File: config.mk
export PLATFORM = sky130hd
export DESIGN_NAME = mlpsb_ctrl
export DESIGN_NICKNAME = d
export VERILOG_FILES = /design/src/sv/mlpsb_pkg.sv /design/src/sv/mlpsb_ctrl.sv
export SDC_FILE = /design/constraint.sdc
export NUM_CORES = 1
export LEC_CHECK = 0
export ABC_AREA = 1
export BUFFER_PORTS_ARGS = -buffer_cell sky130_fd_sc_hd__buf_4
export CAP_MARGIN = 5
export CORE_MARGIN = 3
export CORE_UTILIZATION = 52
export CTS_CLUSTER_DIAMETER = 80
export DETAILED_ROUTE_END_ITERATION = 7
export PLACE_DENSITY_LB_ADDON = 0.25
export RECOVER_POWER = 50
export SLEW_MARGIN = 30
export SYNTH_ARGS = -nofsm -noshare
export SYNTH_HDL_FRONTEND = slang
export SYNTH_SLANG_ARGS = --single-unit
File: constraint.sdc
create_clock -name clk -period 2.2 [get_ports clk]
set_input_delay 0.55 -clock clk [delete_from_list [all_inputs] [get_ports clk]]
set_output_delay 0.55 -clock clk [all_outputs]
set_load 0.02 [all_outputs]
File: src/sv/mlpsb_pkg.sv
`default_nettype none
// ----------------------------------------------------------------------------
// mlpsb_pkg
// Shared constants, store layout helpers, sigmoid table and the command and
// status types between the controller and the datapath.
// ----------------------------------------------------------------------------
package mlpsb_pkg;

  localparam int NUM_FEATURES     = 5;
  localparam int DEF_MAX_HIDDEN1  = 32;
  localparam int DEF_MAX_HIDDEN2  = 32;
  localparam int DATA_WIDTH       = 32;
  localparam int ONE_Q            = 65536;
  localparam int SIG_LIMIT        = 500 * 65536;

  // Request kinds on the input tuser bit.
  localparam logic REQ_WRITE = 1'b0;
  localparam logic REQ_INFER = 1'b1;

  // Configuration register indexes.
  localparam logic [1:0] REG_CLASSIFY = 2'd0;
  localparam logic [1:0] REG_HIDDEN1  = 2'd1;
  localparam logic [1:0] REG_HIDDEN2  = 2'd2;

  // Layer tags carried through the multiply-accumulate pipeline.
  localparam logic [1:0] LAYER_1   = 2'd0;
  localparam logic [1:0] LAYER_2   = 2'd1;
  localparam logic [1:0] LAYER_OUT = 2'd2;

  typedef struct packed {
    logic       wr_req;
    logic       inf_start;
    logic       latch_mean;
    logic       div_start;
    logic       iss_valid;
    logic       iss_bias;
    logic       iss_last;
    logic       sig;
    logic       emit;
    logic [1:0] layer;
  } cmd_t;

  typedef struct packed {
    logic div_busy;
    logic out_free;
  } stat_t;

  function automatic int clog2m1(input int v);
    return (v > 1) ? $clog2(v) : 1;
  endfunction

  function automatic int max3(input int a, input int b, input int c);
    int m;
    m = (a > b) ? a : b;
    return (m > c) ? m : c;
  endfunction

  // Store layout: means, deviations, W1, b1, W2, b2, Wo, bo.
  function automatic int ofs_dev();
    return NUM_FEATURES;
  endfunction
  function automatic int ofs_w1();
    return 2 * NUM_FEATURES;
  endfunction
  function automatic int ofs_b1(input int a);
    return ofs_w1() + a * NUM_FEATURES;
  endfunction
  function automatic int ofs_w2(input int a);
    return ofs_b1(a) + a;
  endfunction
  function automatic int ofs_b2(input int a, input int b);
    return ofs_w2(a) + b * a;
  endfunction
  function automatic int ofs_wo(input int a, input int b);
    return ofs_b2(a, b) + b;
  endfunction
  function automatic int ofs_bo(input int a, input int b);
    return ofs_wo(a, b) + b;
  endfunction
  function automatic int store_depth(input int a, input int b);
    return ofs_bo(a, b) + 1;
  endfunction

  // sigmoid(k/2) in Q16.16 for k = 0..24.
  function automatic logic [16:0] sig_tab(input logic [4:0] k);
    logic [16:0] v;
    case (k)
      5'd0:  v = 17'd32768;
      5'd1:  v = 17'd40793;
      5'd2:  v = 17'd47911;
      5'd3:  v = 17'd53581;
      5'd4:  v = 17'd57724;
      5'd5:  v = 17'd60565;
      5'd6:  v = 17'd62428;
      5'd7:  v = 17'd63615;
      5'd8:  v = 17'd64357;
      5'd9:  v = 17'd64816;
      5'd10: v = 17'd65097;
      5'd11: v = 17'd65269;
      5'd12: v = 17'd65374;
      5'd13: v = 17'd65438;
      5'd14: v = 17'd65476;
      5'd15: v = 17'd65500;
      5'd16: v = 17'd65514;
      5'd17: v = 17'd65523;
      5'd18: v = 17'd65528;
      5'd19: v = 17'd65531;
      5'd20: v = 17'd65533;
      5'd21: v = 17'd65534;
      5'd22: v = 17'd65535;
      5'd23: v = 17'd65535;
      default: v = 17'd65536;
    endcase
    return v;
  endfunction

  function automatic logic signed [31:0] sigmoid_q(input logic signed [31:0] x);
    logic [31:0] a;
    logic [16:0] idx;
    logic [14:0] frac;
    logic [16:0] t0;
    logic [16:0] t1;
    logic [31:0] prod;
    logic [16:0] y;
    logic signed [31:0] r;
    a    = x[31] ? (~x + 32'd1) : x;
    idx  = a[31:15];
    frac = a[14:0];
    t0   = sig_tab(idx[4:0]);
    t1   = sig_tab(idx[4:0] + 5'd1);
    prod = 32'(32'(t1 - t0) * {17'd0, frac});
    if (idx >= 17'd24) begin
      y = 17'd65536;
    end else begin
      y = t0 + 17'(prod >> 15);
    end
    if (x < -32'sd32768000) begin
      r = '0;
    end else if (x > 32'sd32768000) begin
      r = 32'sd65536;
    end else if (x[31]) begin
      r = {15'd0, 17'd65536 - y};
    end else begin
      r = {15'd0, y};
    end
    return r;
  endfunction

endpackage
`default_nettype wire

File: src/sv/mlpsb_ctrl.sv
`default_nettype none
// ----------------------------------------------------------------------------
// mlpsb_ctrl
// Sequencer: normalizes the features one by one, then walks every neuron of
// both hidden layers and the output neuron through the shared MAC pipeline.
// ----------------------------------------------------------------------------
module mlpsb_ctrl
  import mlpsb_pkg::*;
#(
  parameter int MAX_HIDDEN1 = DEF_MAX_HIDDEN1,
  parameter int MAX_HIDDEN2 = DEF_MAX_HIDDEN2,
  localparam int MAXV = max3(NUM_FEATURES, MAX_HIDDEN1, MAX_HIDDEN2),
  localparam int NW   = clog2m1(MAXV + 1),
  localparam int XW   = clog2m1(MAXV),
  localparam int DW   = clog2m1((MAX_HIDDEN1 > MAX_HIDDEN2) ? MAX_HIDDEN1 : MAX_HIDDEN2),
  localparam int FW   = clog2m1(NUM_FEATURES),
  localparam int PAW  = clog2m1(store_depth(MAX_HIDDEN1, MAX_HIDDEN2))
) (
  input  wire            clk,
  input  wire            rst,
  input  wire            in_valid,
  input  wire            in_kind,
  output logic           in_ready,
  input  wire [NW-1:0]   h1,
  input  wire [NW-1:0]   h2,
  input  stat_t          stat,
  output cmd_t           cmd,
  output logic [PAW-1:0] rd_addr,
  output logic [XW-1:0]  x_idx,
  output logic [DW-1:0]  dst,
  output logic [FW-1:0]  feat_idx
);

  localparam int OFS_B1 = ofs_b1(MAX_HIDDEN1);
  localparam int OFS_W2 = ofs_w2(MAX_HIDDEN1);
  localparam int OFS_B2 = ofs_b2(MAX_HIDDEN1, MAX_HIDDEN2);
  localparam int OFS_WO = ofs_wo(MAX_HIDDEN1, MAX_HIDDEN2);
  localparam int OFS_BO = ofs_bo(MAX_HIDDEN1, MAX_HIDDEN2);

  localparam logic [3:0] S_IDLE  = 4'd0;
  localparam logic [3:0] S_NRDM  = 4'd1;
  localparam logic [3:0] S_NRDD  = 4'd2;
  localparam logic [3:0] S_NLD   = 4'd3;
  localparam logic [3:0] S_NDIV  = 4'd4;
  localparam logic [3:0] S_BIAS  = 4'd5;
  localparam logic [3:0] S_MAC   = 4'd6;
  localparam logic [3:0] S_DRAIN = 4'd7;
  localparam logic [3:0] S_SIG   = 4'd8;
  localparam logic [3:0] S_FIN   = 4'd9;

  logic [3:0]     state;
  logic [FW-1:0]  fi;
  logic [NW-1:0]  ni;
  logic [NW-1:0]  j;
  logic [PAW-1:0] wptr;
  logic [PAW-1:0] rowbase;
  logic [1:0]     layer;
  logic [1:0]     drain_cnt;
  logic [NW-1:0]  n_in;
  logic [NW-1:0]  n_out;
  logic [PAW-1:0] bias_addr;
  logic           mac_last;
  logic           neuron_last;

  always_comb begin
    unique case (layer)
      LAYER_1: begin
        n_in      = NW'(NUM_FEATURES);
        n_out     = h1;
        bias_addr = PAW'(OFS_B1 + int'(ni));
      end
      LAYER_2: begin
        n_in      = h1;
        n_out     = h2;
        bias_addr = PAW'(OFS_B2 + int'(ni));
      end
      default: begin
        n_in      = h2;
        n_out     = NW'(1);
        bias_addr = PAW'(OFS_BO);
      end
    endcase
  end

  assign mac_last    = (j == n_in - NW'(1));
  assign neuron_last = (ni == n_out - NW'(1));
  assign dst         = ni[DW-1:0];
  assign feat_idx    = fi;
  assign x_idx       = j[XW-1:0];

  always_comb begin
    cmd       = '0;
    cmd.layer = layer;
    rd_addr   = '0;
    in_ready  = 1'b0;
    unique case (state)
      S_IDLE: begin
        in_ready      = 1'b1;
        cmd.wr_req    = in_valid && (in_kind == REQ_WRITE);
        cmd.inf_start = in_valid && (in_kind == REQ_INFER);
      end
      S_NRDM: rd_addr = PAW'(int'(fi));
      S_NRDD: begin
        cmd.latch_mean = 1'b1;
        rd_addr        = PAW'(ofs_dev() + int'(fi));
      end
      S_NLD:  cmd.div_start = 1'b1;
      S_BIAS: begin
        cmd.iss_valid = 1'b1;
        cmd.iss_bias  = 1'b1;
        rd_addr       = bias_addr;
      end
      S_MAC: begin
        cmd.iss_valid = 1'b1;
        cmd.iss_last  = mac_last;
        rd_addr       = wptr;
      end
      S_SIG:  cmd.sig  = 1'b1;
      S_FIN:  cmd.emit = stat.out_free;
      default: ;
    endcase
  end

  always_ff @(posedge clk) begin
    if (rst) begin
      state     <= S_IDLE;
      fi        <= '0;
      ni        <= '0;
      j         <= '0;
      wptr      <= '0;
      rowbase   <= '0;
      layer     <= LAYER_1;
      drain_cnt <= '0;
    end else begin
      unique case (state)
        S_IDLE: begin
          if (cmd.inf_start) begin
            fi    <= '0;
            state <= S_NRDM;
          end
        end
        S_NRDM: state <= S_NRDD;
        S_NRDD: state <= S_NLD;
        S_NLD:  state <= S_NDIV;
        S_NDIV: begin
          if (!stat.div_busy) begin
            if (fi == FW'(NUM_FEATURES - 1)) begin
              layer <= LAYER_1;
              ni    <= '0;
              wptr  <= PAW'(ofs_w1());
              state <= S_BIAS;
            end else begin
              fi    <= fi + FW'(1);
              state <= S_NRDM;
            end
          end
        end
        S_BIAS: begin
          j     <= '0;
          state <= S_MAC;
        end
        S_MAC: begin
          j <= j + NW'(1);
          // Second-layer rows are MAX_HIDDEN1 words apart in the store.
          if (mac_last && !neuron_last && (layer == LAYER_2)) begin
            rowbase <= rowbase + PAW'(MAX_HIDDEN1);
            wptr    <= rowbase + PAW'(MAX_HIDDEN1);
          end else begin
            wptr <= wptr + PAW'(1);
          end
          if (mac_last) begin
            if (neuron_last) begin
              drain_cnt <= 2'd2;
              state     <= S_DRAIN;
            end else begin
              ni    <= ni + NW'(1);
              state <= S_BIAS;
            end
          end
        end
        S_DRAIN: begin
          if (drain_cnt != 2'd0) begin
            drain_cnt <= drain_cnt - 2'd1;
          end else begin
            ni <= '0;
            unique case (layer)
              LAYER_1: begin
                layer   <= LAYER_2;
                wptr    <= PAW'(OFS_W2);
                rowbase <= PAW'(OFS_W2);
                state   <= S_BIAS;
              end
              LAYER_2: begin
                layer <= LAYER_OUT;
                wptr  <= PAW'(OFS_WO);
                state <= S_BIAS;
              end
              default: state <= S_SIG;
            endcase
          end
        end
        S_SIG: state <= S_FIN;
        S_FIN: begin
          if (stat.out_free) begin
            state <= S_IDLE;
          end
        end
        default: state <= S_IDLE;
      endcase
    end
  end

endmodule
`default_nettype wire

==> results of run 1 <==
==> report_power, final <==
group	switching [mW]	internal (mW)	total [mW]	leakage [nW]
Sequential	0.0350	0.762	0.797	0.337
Clock	0.313	0.371	0.684	0.0585
Combinational	0.388	0.235	0.623	1.92
Total	0.736	1.37	2.10	2.31
==> timing repair <==
| action | CTS | global route |
|---|---|---|
| hold buffers | 0 | 0 |
| endpoints found under the setup margin | 36 | 48 |
| setup buffers | 35 | 24 |
| pin swaps | 34 | 48 |
| cloned | 3 | 1 |
| resized for setup | 92 | 115 |
==> worst max-delay path, cell delays in order (launching register included) <==
cell and delay (ns):
dfxtp_4 0.37, buf_4 0.14, nor2_4 0.12, buf_6 0.12, buf_6 0.13, nand2_1 0.11
nand2_1 0.14, nand2_1 0.07, nand2_1 0.09, nand2_1 0.08, inv_1 0.06, nor2_1 0.05
nor2_2 0.16, nand3_4 0.14, buf_4 0.16, nand2_1 0.06, nand3_2 0.13, nand2_1 0.15
nand2_1 0.10, nor2_1 0.14
==> state kept, by name (all words and copies together), names as in the netlist <==
| name | count |
|---|---|
| ni | 6 |
| layer | 2 |
| rowbase | 7 |
| drain_cnt | 2 |
| feat_idx | 3 |
| j | 6 |
| wptr | 11 |
| state | 4 |
==> how the worst max path moves through the flow <==
stage / slack, ns / to / cells past startpoint / startpoint
detailed placement: -0.28 / ni[0] / 16 / h2[0]
global placement: -0.21 / rowbase[10] / 17 / h2[0]
global route: -0.55 / drain_cnt[0] / 15 / layer[1]
finish: -0.41 / drain_cnt[0] / 19 / layer[0]
floorplan: -0.04 / rowbase[8] / 18 / layer[0]
CTS: -0.22 / cmd[4] / 14 / layer[0]
==> routing by layer <==
layer | vias to the layer above | share of wire | track usage
met1 | 2271 | 0.32 | 0.392
met5 | - | 0 | 0
li1 | 2085 | - | -
met2 | 603 | 0.43 | 0.580
met4 | 0 | 0.10 | 0.153
met3 | 241 | 0.15 | 0.0456
==> area by class of cell <==
type	count	area, um2
well taps	75	93.8
multi-input cells	416	2700
clock buffers	7	86.3
inverters	77	315
flip-flops and latches	41	846
fillers	261	718
clock inverters	1	30.0
repair buffers	155	1310
repair inverters	1	3.75
==> cells in the final DEF (no fill, tap or decap), types with 5 or more instances in the layout <==
cell type  count
xor2_1        14
nand4_1        5
nand3_4        6
nor2_1        42
nor3_1         6
ha_1           7
nor2_2        17
o21ai_2        9
o21ai_0       16
inv_2         17
buf_4        120
nand2_1       99
clkbuf_8       6
nand3_1       40
nand2_4        8
nand2_2       37
a21oi_1       25
nand3_2       12
dfxtp_1       31
o21ai_1        5
buf_6         28
a21oi_2       13
dfxtp_4        5
dfxtp_2        5
nor2_4        16
inv_1         54
==> cells by family (layout without fill, tap and decap cells) <==
kind of cell,Yosys count,in the layout,share of synthesized area
AOI/OAI and AO/OA,91,91,0.156
xor gates and xnor gates,17,17,0.0440
buffers and inverters,100,241,0.129
and+or+nand+nor,298,299,0.395
DFF,41,41,0.243
adders and majority gates,9,9,0.0333
==> stage by stage <==
| step | total power, mW | instance area (um2) | hold slack [ns] | utilization |
|---|---|---|---|---|
| after detailed placement | 1.23 | 4110 | 0.451 | 0.674 |
| after global placement | 1.22 | 4110 | 0.446 | 0.674 |
| final | 2.10 | 5380 | 0.510 | 0.882 |
| after floorplan | 1.07 | 3430 | 0.433 | - |
| after global routing | 2.15 | 5380 | 0.519 | 0.882 |
| after CTS | 1.93 | 4790 | 0.463 | 0.786 |
==> flow_metrics.tcl, run 1 <==
set metrics [dict create \
    status "finished with violations" \
    violations "setup timing" \
    start_kind "flop" \
    layout.nets 724 \
    path_max_fanout 7 \
    worstSetupPathType "reg -> reg" \
    syn_area_mm2 0.00338 \
    p_leak_nw 2.31 \
    die-width_um 86.7 \
    grt_pass1_wl_um 20000 \
    syn_nets 583 \
    required_ns 2.45 \
    core_mm2 0.00610 \
    synth_edf_count 0 \
    reg2reg_from "layer[0]" \
    yosysSeqAreaShare 0.243 \
    rsz0062_at_grt "true" \
    path_clk_slew_ns 0.09 \
    period_share 1.19 \
    num_rows 28 \
    grt.total_usage 0.329 \
    via_count 5200 \
    yosys_warnings 0 \
    final_cell_count_no_fill 773 \
    cts-root-buf "clkbuf_8" \
    h-tree-depth 2 \
    hp-class "reg -> reg" \
    drc_errors 0 \
    gp_congestion 0.912 \
    initial_core_util 0.555 \
    cts_tree "yes" \
    via_per_inst 6.73 \
    fin_crit_ns 2.61 \
    synth_seq_cells 41 \
    drv_cap 0 \
    cp.arrival_ns 2.86 \
    r2r-end "drain_cnt[0]" \
    synth_area_leaders "dfxtp_1 (24%), nand2_1 (14%), inv_1 (7.8%), nand3_1 (7.7%), nor2_1 (7.4%)" \
    r2r_cells 19 \
    whs_path_depth 2 \
    wl_um 17100 \
    grt_max_degree 22 \
    drtIter0Drc 784 \
    yosysMostFrequentCell "nand2_1" \
    synthTopCellsByCount "nand2_1 (130), inv_1 (70), nor2_1 (67)" \
    report.final.slew_viol_count 0 \
    io_pins 54 \
    drt_first_pass_iters 7 \
    hold_end "rowbase[3]" \
    p_per_area_mw_per_mm2 391 \
    grt_pass1_vias 4294 \
    holdCritStartpoint "rowbase[3]" \
    pre_cts_slack_ns -0.276 \
    synth_ff_type "dfxtp_1" \
    grt_overflow 0 \
    cts_buffer_depth 2 \
    worstSkewPairLatency_ns 0.32 \
    wl_per_cell_um 22.1 \
    setup_violations 47 \
    die_area_mm2 0.00751 \
    antenna_found_initial 0 \
    max_slew.worst_pin.slew_ns 0.757 \
    dieHeight_um 86.7 \
    fin_skew_ns 0.0141 \
    synthCells 556 \
    portBuffers 53 \
    ys_async_sr_fraction 0 \
    antenna_cells 0 \
    yosys.area.top_type_share 0.243 \
    tritoncts_num_sinks 41 \
    tns_ns -11.39 \
    hold_viol 0 \
    area_growth_pct 58.9 \
    ir_drop_mv 0.648 \
    cts_buffers 5 \
    synth_largest_area_cell "dfxtp_1" \
    rrSetupSlack_ns -0.41 \
    drive_above_1_share 0.471 \
    ant_nets 0 \
    synth_area_per_cell_um2 6.08 \
    critPathCaptureType "flop" \
    dp_hpwl_um 7730 \
    fmax_mhz 383 \
    layout_setup_ws_ns -0.412 \
    synthDistinctLibCells 39 \
    place_inst 704 \
    max_slew_margin 0.491 \
]
Power figures use the tool's default switching activity.
==> run 2, diff against run 1 <==
--- a/config.mk
+++ b/config.mk
@@ -12,7 +12,7 @@
 export CORE_UTILIZATION = 52
 export CTS_CLUSTER_DIAMETER = 80
 export DETAILED_ROUTE_END_ITERATION = 7
-export PLACE_DENSITY_LB_ADDON = 0.25
+export PLACE_DENSITY = 0.82
 export RECOVER_POWER = 50
 export SLEW_MARGIN = 30
 export SYNTH_ARGS = -nofsm -noshare
==> constraint.sdc (replaced) <==
create_clock -name clk -period 2.2 [get_ports clk]
set_input_delay 0.55 -clock clk [delete_from_list [all_inputs] [get_ports clk]]
set_output_delay 0.55 -clock clk [all_outputs]
set_load 0.01 [all_outputs]
==> flow_metrics.tcl, run 2 (synthesized netlist as in run 1, its figures left out) <==
set metrics [dict create \
    status "finished with violations" \
    violations "setup timing" \
    via_count 4485 \
    worstSkewPairLatency_ns 0.30 \
    io_pins 54 \
    grt_pass1_wl_um 17500 \
    cpPeakStageDelay_ns 0.38 \
    seq_area_um2 841 \
    rsz0062_at_grt "true" \
    largest_register_ffs 11 \
    crit_chain "inv_6 -> buf_4 -> nand3_1 -> nand2_1 -> nand2_1 -> and2_1 -> nand3_1 -> inv_1 -> nor2_2 -> nand2_2 -> nor2_4 -> buf_6" \
    ir_drop_mv 0.368 \
    slowest_stage "dfxtp_4" \
    num_rows 28 \
    grt_overflow 0 \
    worstSetupPathType "reg -> out" \
    report.final.slew_viol_count 0 \
    drtIter0Drc 460 \
    path_max_fanout 7 \
    layout_setup_ws_ns -0.398 \
    period_share 1.18 \
    postCtsHoldBufs 0 \
    max_slew_margin 0.480 \
    setup_violations 36 \
    multi_input_area_mm2 0.00257 \
    grt_max_degree 25 \
    die_area_mm2 0.00751 \
    path_clk_slew_ns 0.08 \
    h-tree-depth 2 \
    core_mm2 0.00610 \
    cts-root-buf "clkbuf_8" \
    cts_buffer_depth 2 \
    drive_above_1_share 0.394 \
    via_per_inst 6.00 \
    grt.total_usage 0.288 \
    hold_viol 0 \
    area_growth_pct 46.4 \
    final_cell_mix "nand2_1 (112), buf_4 (111), inv_1 (59), nor2_1 (49), nand3_1 (41)" \
    top_register "wptr" \
    ant_nets 0 \
    antenna_cells 0 \
    max_slew.worst_pin.slew_ns 0.773 \
    p_per_area_mw_per_mm2 360 \
    gp_congestion 0.932 \
    drt_first_pass_iters 5 \
    p_total_mw 1.79 \
    cts_buffers 5 \
    post-route-cell-area_mm2 0.00495 \
    crit_family "simple AND/OR/NAND/NOR gates" \
    fmax_mhz 385 \
    num-fill-cells 386 \
    grt_pass1_vias 3864 \
    cp.arrival_ns 2.05 \
    required_ns 1.65 \
    p_leak_nw 2.16 \
    drc_errors 0 \
    dp_hpwl_um 7610 \
    portBuffers 53 \
    wl_um 13100 \
    layout_commonest_cell "nand2_1" \
    cp_num_buf_inv 4 \
    fin_crit_ns 2.60 \
    largestRegisters "wptr: 11 flops, rowbase: 7 flops" \
    antenna_found_initial 0 \
    initial_core_util 0.555 \
    cts_tree "yes" \
    fin_skew_ns 0.0114 \
    layout.nets 699 \
    wl_per_cell_um 17.6 \
    drv_cap 0 \
    placed_area_mm2 0.00412 \
    tritoncts_num_sinks 41 \
    critPathCaptureType "output port" \
    die-width_um 86.7 \
    hp-class "reg -> reg" \
    dieHeight_um 86.7 \
    start_kind "flop" \
]
[run 2: final timing paths]
kind,start,to,slack (ns),cells after the start
max reg2reg,layer[0],wptr[5],-0.25,17
min reg2reg,drain_cnt[1],drain_cnt[1],0.47,2
min,drain_cnt[1],drain_cnt[1],0.47,2
max,layer[1],cmd[4],-0.40,12
[run 2: per-stage QoR]
stage	hold slack [ns]	cells	utilization	setup TNS (ns)	worst slack [ns]
detailed placement	0.458	707	0.675	-6.04	-0.312
global route	0.495	748	0.812	-10.78	-0.477
finish	0.469	748	0.812	-6.14	-0.398
floorplan	0.433	556	-	-0.138	-0.0345
global placement	0.447	707	0.675	-3.76	-0.199
CTS	0.468	730	0.743	-3.33	-0.234
[run 2: worst register-to-register path, cell delays in order, from the launching register on]
cell and delay (ns):
dfxtp_4 0.38, buf_6 0.14, buf_4 0.14, nand3_4 0.09, nand2_4 0.06, ha_4 0.25, xor2_1 0.14, nand2_1 0.07
nor2_1 0.10, nand3_1 0.11, nor2_2 0.17, nand3_4 0.15, nand2_2 0.12, nor2_4 0.04, buf_6 0.13, nand2_1 0.07
nand3_1 0.07, a21oi_1 0.16
[run 2: report_power, final]
part,internal (mW),total [mW],switching [mW]
combinational,0.201,0.496,0.295
sequential,0.764,0.797,0.0329
clock,0.226,0.492,0.266
[run 2: repair_timing]
action | CTS | global route
resized for setup | 61 | 88
endpoints found under the setup margin | 37 | 43
pin swaps | 24 | 31
cloned | 2 | 2
setup buffers | 14 | 16
[run 2: layer usage]
metal / routed length (um) / vias up / track usage
li1: - / 2037 / -
met1: 4790 / 2010 / 0.366
met2: 6190 / 344 / 0.485
met3: 1340 / 94 / 0.0475
met4: 828 / 0 / 0.113
met5: 0 / - / 0
[run 2: area by class of cell]
cell class                 instances  area share
multi-input combinational        416       0.519
timing repair buffer             130       0.213
sequential                        41       0.170
inverter                          77      0.0619
tap                               75      0.0189
clock buffer                       8      0.0162
timing repair inverter             1     0.00101
